`src/rtl/hs_pkg.sv`:
```
// ----------------------------------------------------------------------------
// hs_pkg: shared types and constants for the heap sorter
// Item and result structs, store geometry and the RAM write port bundle.
// ----------------------------------------------------------------------------
package hs_pkg;

    localparam int CAPACITY = 64;
    localparam int ADDR_W   = $clog2(CAPACITY);
    localparam int CNT_W    = ADDR_W + 1;
    localparam int WORD_W   = 32;

    typedef logic signed [WORD_W-1:0] t_word;
    typedef logic [ADDR_W-1:0]        t_addr;
    typedef logic [CNT_W-1:0]         t_cnt;

    typedef struct packed {
        t_word value;
        logic  last_item;
    } t_in;

    typedef struct packed {
        t_word sorted_value;
        logic  last_result;
    } t_out;

    typedef struct packed {
        logic  we;
        t_addr addr;
        t_word data;
    } t_wr_port;

endpackage

```
`src/rtl/hs_ram.sv`:
```
// ----------------------------------------------------------------------------
// hs_ram: element store
// One write port, one read port, read data registered.
// Read and write of the same entry in one cycle returns the old contents.
// ----------------------------------------------------------------------------
module hs_ram (
    input  logic             i_clk,
    input  hs_pkg::t_wr_port i_wr,
    input  hs_pkg::t_addr    i_raddr,
    output hs_pkg::t_word    o_rdata
);

    hs_pkg::t_word mem [hs_pkg::CAPACITY];
    hs_pkg::t_word r_rdata;

    always_ff @(posedge i_clk) begin
        if (i_wr.we) begin
            mem[i_wr.addr] <= i_wr.data;
        end
        r_rdata <= mem[i_raddr];
    end

    assign o_rdata = r_rdata;

endmodule

```
`src/rtl/heap_sorter.sv`:
```
// ----------------------------------------------------------------------------
// heap_sorter: in-place heapsort of up to CAPACITY signed 32-bit values
// Load: one beat per cycle, no result. Sort: heap build, then N-1 root
// extractions, each sift level a left-child read, a right-child read and
// a compare through the one read port. Output: N beats on consecutive
// cycles, smallest first, once the sort ends; the receiver cannot stall.
// Synchronous active-low reset clears the count and control; the store
// is not cleared.
// ----------------------------------------------------------------------------
module heap_sorter (
    input  logic          i_clk,
    input  logic          i_rst_n,
    input  logic          start,
    input  hs_pkg::t_in   i_item,
    output logic          busy,
    output logic          o_valid,
    output hs_pkg::t_out  o_result
);

    typedef enum logic [3:0] {
        S_IDLE, S_BUILD, S_GETP, S_STEP, S_RDR, S_CMP,
        S_X0, S_X1, S_X2, S_OUT
    } t_state;

    t_state           r_state;
    hs_pkg::t_cnt     r_cnt;
    hs_pkg::t_cnt     r_n;
    hs_pkg::t_cnt     r_hlen;
    hs_pkg::t_addr    r_idx;
    hs_pkg::t_addr    r_p;
    hs_pkg::t_word    r_pval;
    hs_pkg::t_word    r_lval;
    hs_pkg::t_word    r_top;
    logic             r_build;
    logic             r_valid;
    logic             r_olast;

    hs_pkg::t_wr_port wr;
    hs_pkg::t_addr    raddr;
    hs_pkg::t_word    rdata;

    hs_ram u_ram (
        .i_clk   (i_clk),
        .i_wr    (wr),
        .i_raddr (raddr),
        .o_rdata (rdata)
    );

    // child indexes of the current node
    logic [hs_pkg::CNT_W-1:0] left;
    logic [hs_pkg::CNT_W:0]   right;
    logic                     has_l;
    logic                     has_r;
    logic                     big_is_r;
    hs_pkg::t_word            bval;
    hs_pkg::t_addr            big_idx;
    logic                     move;
    logic                     set_end;
    logic                     out_last;

    assign left     = {r_p, 1'b1};
    assign right    = {1'b0, left} + (hs_pkg::CNT_W+1)'(1);
    assign has_l    = left < r_hlen;
    assign has_r    = right < {1'b0, r_hlen};
    assign big_is_r = has_r && (rdata > r_lval);
    assign bval     = big_is_r ? rdata : r_lval;
    assign big_idx  = big_is_r ? right[hs_pkg::ADDR_W-1:0] : left[hs_pkg::ADDR_W-1:0];
    assign move     = bval > r_pval;
    assign set_end  = i_item.last_item
                      || (r_cnt + hs_pkg::CNT_W'(1) == hs_pkg::CNT_W'(hs_pkg::CAPACITY));
    assign out_last = {1'b0, r_idx} == r_n - hs_pkg::CNT_W'(1);

    // where to go once a sift has finished
    t_state        sd_state;
    hs_pkg::t_addr sd_idx;
    logic          sd_build;

    always_comb begin
        sd_build = r_build;
        sd_idx   = r_idx - hs_pkg::ADDR_W'(1);
        sd_state = S_BUILD;
        if (r_build) begin
            if (r_idx == '0) begin
                sd_build = 1'b0;
                if (r_n == hs_pkg::CNT_W'(1)) begin
                    sd_idx   = '0;
                    sd_state = S_OUT;
                end else begin
                    sd_idx   = hs_pkg::ADDR_W'(r_n - hs_pkg::CNT_W'(1));
                    sd_state = S_X0;
                end
            end
        end else if (r_idx == hs_pkg::ADDR_W'(1)) begin
            sd_idx   = '0;
            sd_state = S_OUT;
        end else begin
            sd_state = S_X0;
        end
    end

    // store port control
    always_comb begin
        wr.we   = 1'b0;
        wr.addr = r_p;
        wr.data = r_pval;
        raddr   = r_p;
        unique case (r_state)
            S_IDLE: begin
                wr.we   = start;
                wr.addr = r_cnt[hs_pkg::ADDR_W-1:0];
                wr.data = i_item.value;
            end
            S_BUILD: raddr = r_idx;
            S_GETP:  raddr = r_p;
            S_STEP: begin
                if (has_l) begin
                    raddr = left[hs_pkg::ADDR_W-1:0];
                end else begin
                    wr.we = 1'b1;
                end
            end
            S_RDR: raddr = right[hs_pkg::ADDR_W-1:0];
            S_CMP: begin
                wr.we   = 1'b1;
                wr.data = move ? bval : r_pval;
            end
            S_X0: raddr = '0;
            S_X1: raddr = r_idx;
            S_X2: begin
                wr.we   = 1'b1;
                wr.addr = r_idx;
                wr.data = r_top;
            end
            S_OUT: raddr = r_idx;
            default: raddr = r_p;
        endcase
    end

    always_ff @(posedge i_clk) begin
        if (!i_rst_n) begin
            r_state <= S_IDLE;
            r_cnt   <= '0;
            r_build <= 1'b0;
            r_valid <= 1'b0;
        end else begin
            r_valid <= 1'b0;
            unique case (r_state)
                S_IDLE: begin
                    if (start) begin
                        if (set_end) begin
                            r_n     <= r_cnt + hs_pkg::CNT_W'(1);
                            r_hlen  <= r_cnt + hs_pkg::CNT_W'(1);
                            r_idx   <= r_cnt[hs_pkg::CNT_W-1:1];  // (n-1)/2
                            r_build <= 1'b1;
                            r_cnt   <= '0;
                            r_state <= S_BUILD;
                        end else begin
                            r_cnt <= r_cnt + hs_pkg::CNT_W'(1);
                        end
                    end
                end
                S_BUILD: begin
                    r_p     <= r_idx;
                    r_state <= S_GETP;
                end
                S_GETP: begin
                    r_pval  <= rdata;
                    r_state <= S_STEP;
                end
                S_STEP: begin
                    if (has_l) begin
                        r_state <= S_RDR;
                    end else begin
                        r_idx   <= sd_idx;
                        r_build <= sd_build;
                        r_state <= sd_state;
                    end
                end
                S_RDR: begin
                    r_lval  <= rdata;
                    r_state <= S_CMP;
                end
                S_CMP: begin
                    // sifted value stays in r_pval; child moves up into p
                    if (move) begin
                        r_p     <= big_idx;
                        r_state <= S_STEP;
                    end else begin
                        r_idx   <= sd_idx;
                        r_build <= sd_build;
                        r_state <= sd_state;
                    end
                end
                S_X0: r_state <= S_X1;
                S_X1: begin
                    r_top   <= rdata;
                    r_state <= S_X2;
                end
                S_X2: begin
                    r_pval  <= rdata;
                    r_p     <= '0;
                    r_hlen  <= {1'b0, r_idx};
                    r_state <= S_STEP;
                end
                S_OUT: begin
                    r_valid <= 1'b1;
                    r_olast <= out_last;
                    r_idx   <= r_idx + hs_pkg::ADDR_W'(1);
                    if (out_last) begin
                        r_state <= S_IDLE;
                    end
                end
                default: r_state <= S_IDLE;
            endcase
        end
    end

    assign busy                  = r_state != S_IDLE;
    assign o_valid               = r_valid;
    assign o_result.sorted_value = rdata;
    assign o_result.last_result  = r_olast;

    // more beats of the set follow, so the block cannot be taking items
    a_busy_mid_set: assert property (@(posedge i_clk) disable iff (!i_rst_n)
        (o_valid && !o_result.last_result) |-> busy)
        else $error("result beat before end of set while idle");

    a_last_gap: assert property (@(posedge i_clk) disable iff (!i_rst_n)
        (o_valid && o_result.last_result) |=> !o_valid)
        else $error("result beat right after final beat");

    a_cnt_range: assert property (@(posedge i_clk) disable iff (!i_rst_n)
        r_cnt < hs_pkg::CNT_W'(hs_pkg::CAPACITY))
        else $error("element count reached capacity while loading");

    a_no_result_on_load: assert property (@(posedge i_clk) disable iff (!i_rst_n)
        (start && !busy && !set_end) |=> !o_valid)
        else $error("result beat after a loading item");

endmodule

```
`config.mk`:
```
export PLATFORM = sky130hd
export DESIGN_NAME = heap_sorter
export DESIGN_NICKNAME = d
export VERILOG_FILES = /design/src/rtl/hs_pkg.sv /design/src/rtl/hs_ram.sv /design/src/rtl/heap_sorter.sv
export SDC_FILE = /design/constraint.sdc
export NUM_CORES = 2
export LEC_CHECK = 0
export ABC_AREA = 1
export ABC_CLOCK_PERIOD_IN_PS = 18750
export BUFFER_PORTS_ARGS = -buffer_cell sky130_fd_sc_hd__buf_2
export CAP_MARGIN = 20
export CORE_AREA = 4 4 431 433
export CTS_BUF_LIST = sky130_fd_sc_hd__clkbuf_16
export DETAILED_ROUTE_END_ITERATION = 16
export DIE_AREA = 0 0 435 437
export PLACE_DENSITY_LB_ADDON = 0.12
export SLEW_MARGIN = 0
export SYNTH_ARGS = -nofsm -noshare
export SYNTH_HDL_FRONTEND = slang
export SYNTH_SLANG_ARGS = --single-unit
```
`constraint.sdc`:
```
create_clock -name i_clk -period 18.75 [get_ports i_clk]
set_input_delay 0.9375 -clock i_clk [delete_from_list [all_inputs] [get_ports i_clk]]
set_output_delay 0.9375 -clock i_clk [all_outputs]
set_load 0.005 [all_outputs]
```
==> impl_results.md <==
- Worst path arrival time: 8380 ps
- GRT Util Overall: 30.9%
- IO Count: 71
- Clock Sinks: 2216
- Worst path required time: 19250 ps
- Die area: 190000 um^2
- 1st-iter DRT viols: 9056
- Mean Syn Cell Area: 10.9 um^2
- CTS Hold Buffers Added: 0
- HPWL Detailed: 153 mm
- Most frequent cells in the layout: nand3_1 (2234), edfxtp_1 (2171), nand2_1 (1494)
- Latest clock arrival within the worst-skew pair: 870 ps
- Post-synth ARST share: 0%
- Die height: 437 um
- Avg Vias per Cell: 5.97
- Final routed DRC violation total: 0
- Relative slew slack: 20.1%
- Crit share post-route: 42.0%
- Post-CTS Resized: 0
- Clk slew on worst S/H paths: 60 ps
- RSZ-0062 raised after global routing: false
- MaxCap Viol Count: 0
- Post-route ant nets: 0
- Peak Freq: 127 MHz
- Setup slack after layout: 10870 ps
- Crit start category: flip-flop
- Yosys cell types: 45
- Clock Tree Root: clkbuf_16
- Final hold violation count: 0
- Final Slew Violations: 0
- Most used cell, CP: nand2_1
- Clock Tree Buf Depth: 3
- Largest net degree at the start of global routing: 201
- Status: finished, final reports clean
- Initial Utilization: 54.7%
- Yosys reg bits: 2216
- H-Tree Depth: 4
- Total congestion overflow: 0
- Seq/Total Area, Yosys: 66.4%
- Placeable core area: 182000 um^2
- Final setup fails: 0
- Final Critical Period: 7880 ps
- Kind of critical path: flip-flop to flip-flop
- Wirelength per Cell: 25.8 um
- Final layout net count: 9151
- Ys flop type: edfxtp_1
- CTS tree: done
- Cells after Synth: 9132
- CP Max Fanout: 48
- Row count: 157
- Place WS: 10680 ps
- Most common cell after layout, fill and taps aside: nand3_1
- Worst hold path class: input port to flip-flop
- Total negative slack: 0 ps
- Final WL: 300 mm
- CTS buffer count: 226
- Port Buffers: 70
- Synthesized cell area: 99600 um^2
- Layout area overhead: 10.0%
- Die Width: 435 um
- Pleak: 43.0 nW
- Fraction of layout cells with a size suffix above 1: 7.25%
- Setup Buffers After CTS: 0
- Synthesized Nets: 9252
- Maximum VDD drop: 101 uV
- Vias in the first global route: 65060
- First-pass DRT Iterations: 6
- Worst path slowest cell: inv_1
- Pwr dens: 134 nW/um^2
- Vias post-DR: 69304
- Largest stage delay, worst path: 780 ps
- Initial antenna violation count: 13
- RePlAce Congestion: 0.912
- Final clock skew: 29.7 ps
- Post-layout util: 60.2%
- Yosys warnings: 0
- CP endpoint kind: flip-flop
- First-pass GRT wire length: 438 mm
- Number of synthesized flops with an enable pin: 2171
- Worst-Margin Slew: 1200 ps
-- logic make-up after synthesis --
group	after synthesis	synth area share, %
flops	2216	66.4
buf+inv	1918	7.64
simple gates	4727	23.7
compound gates	167	1.04
fa+ha+maj	84	1.06
xor+xnor	20	0.176
-- final timing paths --
check,from,to,slack (ps),cells after the start
setup / recovery,r_p[1]$_DFFE_PP_,u_ram.mem[26][24]$_DFFE_PP_,10870,28
hold reg to reg,r_build$_SDFFE_PN0P_,r_build$_SDFFE_PN0P_,500,2
setup reg to reg,r_p[1]$_DFFE_PP_,u_ram.mem[26][24]$_DFFE_PP_,10870,28
hold / removal,i_rst_n,r_state[3]$_SDFFE_PN0P_,370,3
-- per-stage QoR --
step                std cells  hold slack [ps]  power [mW]  instance area (um^2)
floorplan                9132              466        8.76                 99600
global placement        11185              485        10.4                103000
detailed placement      11186              487        10.4                103000
CTS                     11605              302        14.6                110000
global route            11607              363        15.2                110000
finish                  11613              365        14.7                110000
-- final cells by class --
cell class | count | area (um^2)
clock buffer | 230 | 5760
antenna | 6 | 15.0
sequential | 2216 | 66100
clock inverter | 189 | 1220
timing repair buffer | 259 | 1880
tap | 2385 | 2980
fill | 14710 | 72500
inverter | 1330 | 5010
multi-input combinational | 4998 | 26600
-- state kept, by name, summed over array words and instances (netlist names), 4 cells and up --
register	count
r_pval	32
r_n	7
r_state	4
r_hlen	7
r_cnt	7
r_top	32
r_p	6
r_lval	32
r_idx	6
u_ram.o_rdata	32
u_ram.mem	2048
-- report_power, final --
group	internal, mW	switching, mW
Clock	2.38	1.89
Sequential	6.06	0.0973
Combinational	0.981	3.24
Total	9.42	5.23
-- layer usage --
metal  vias up  global-route usage, %  routed length (um)
met5         -                      0                  13
met4         2                   12.4               12400
met3       511                   5.68               27800
met2      3351                   47.8              136000
met1     34232                   43.6              124000
li1      31208                      -                   -
-- worst max-delay path, delay by kind of cell, from the launching register on --
kind,cells,cell delay [ps]
flops,1,550
compound gates,3,400
buf+inv,3,1510
simple gates,18,3970
xor+xnor,1,240
fa+ha+maj,3,740
-- cell usage after synthesis, drive strengths merged (5+ instances only) --
library cell | count | share of area [%]
and2 | 10 | 0.063
nor3 | 7 | 0.035
a22o | 22 | 0.19
nand3 | 2238 | 11
clkinv | 5 | 0.019
a221oi | 7 | 0.074
o21ai | 31 | 0.16
nand3b | 785 | 5.9
nand2 | 1498 | 5.7
ha | 84 | 1.1
xor2 | 17 | 0.15
nand4 | 23 | 0.14
inv | 1325 | 5.0
a21oi | 77 | 0.39
buf | 377 | 1.8
o22ai | 7 | 0.044
nor2 | 161 | 0.62
edfxtp | 2171 | 65
o211ai | 5 | 0.038
dfxtp | 45 | 0.90
clkbuf | 211 | 0.80
Note: power is estimated with default switching activity, not from simulation.
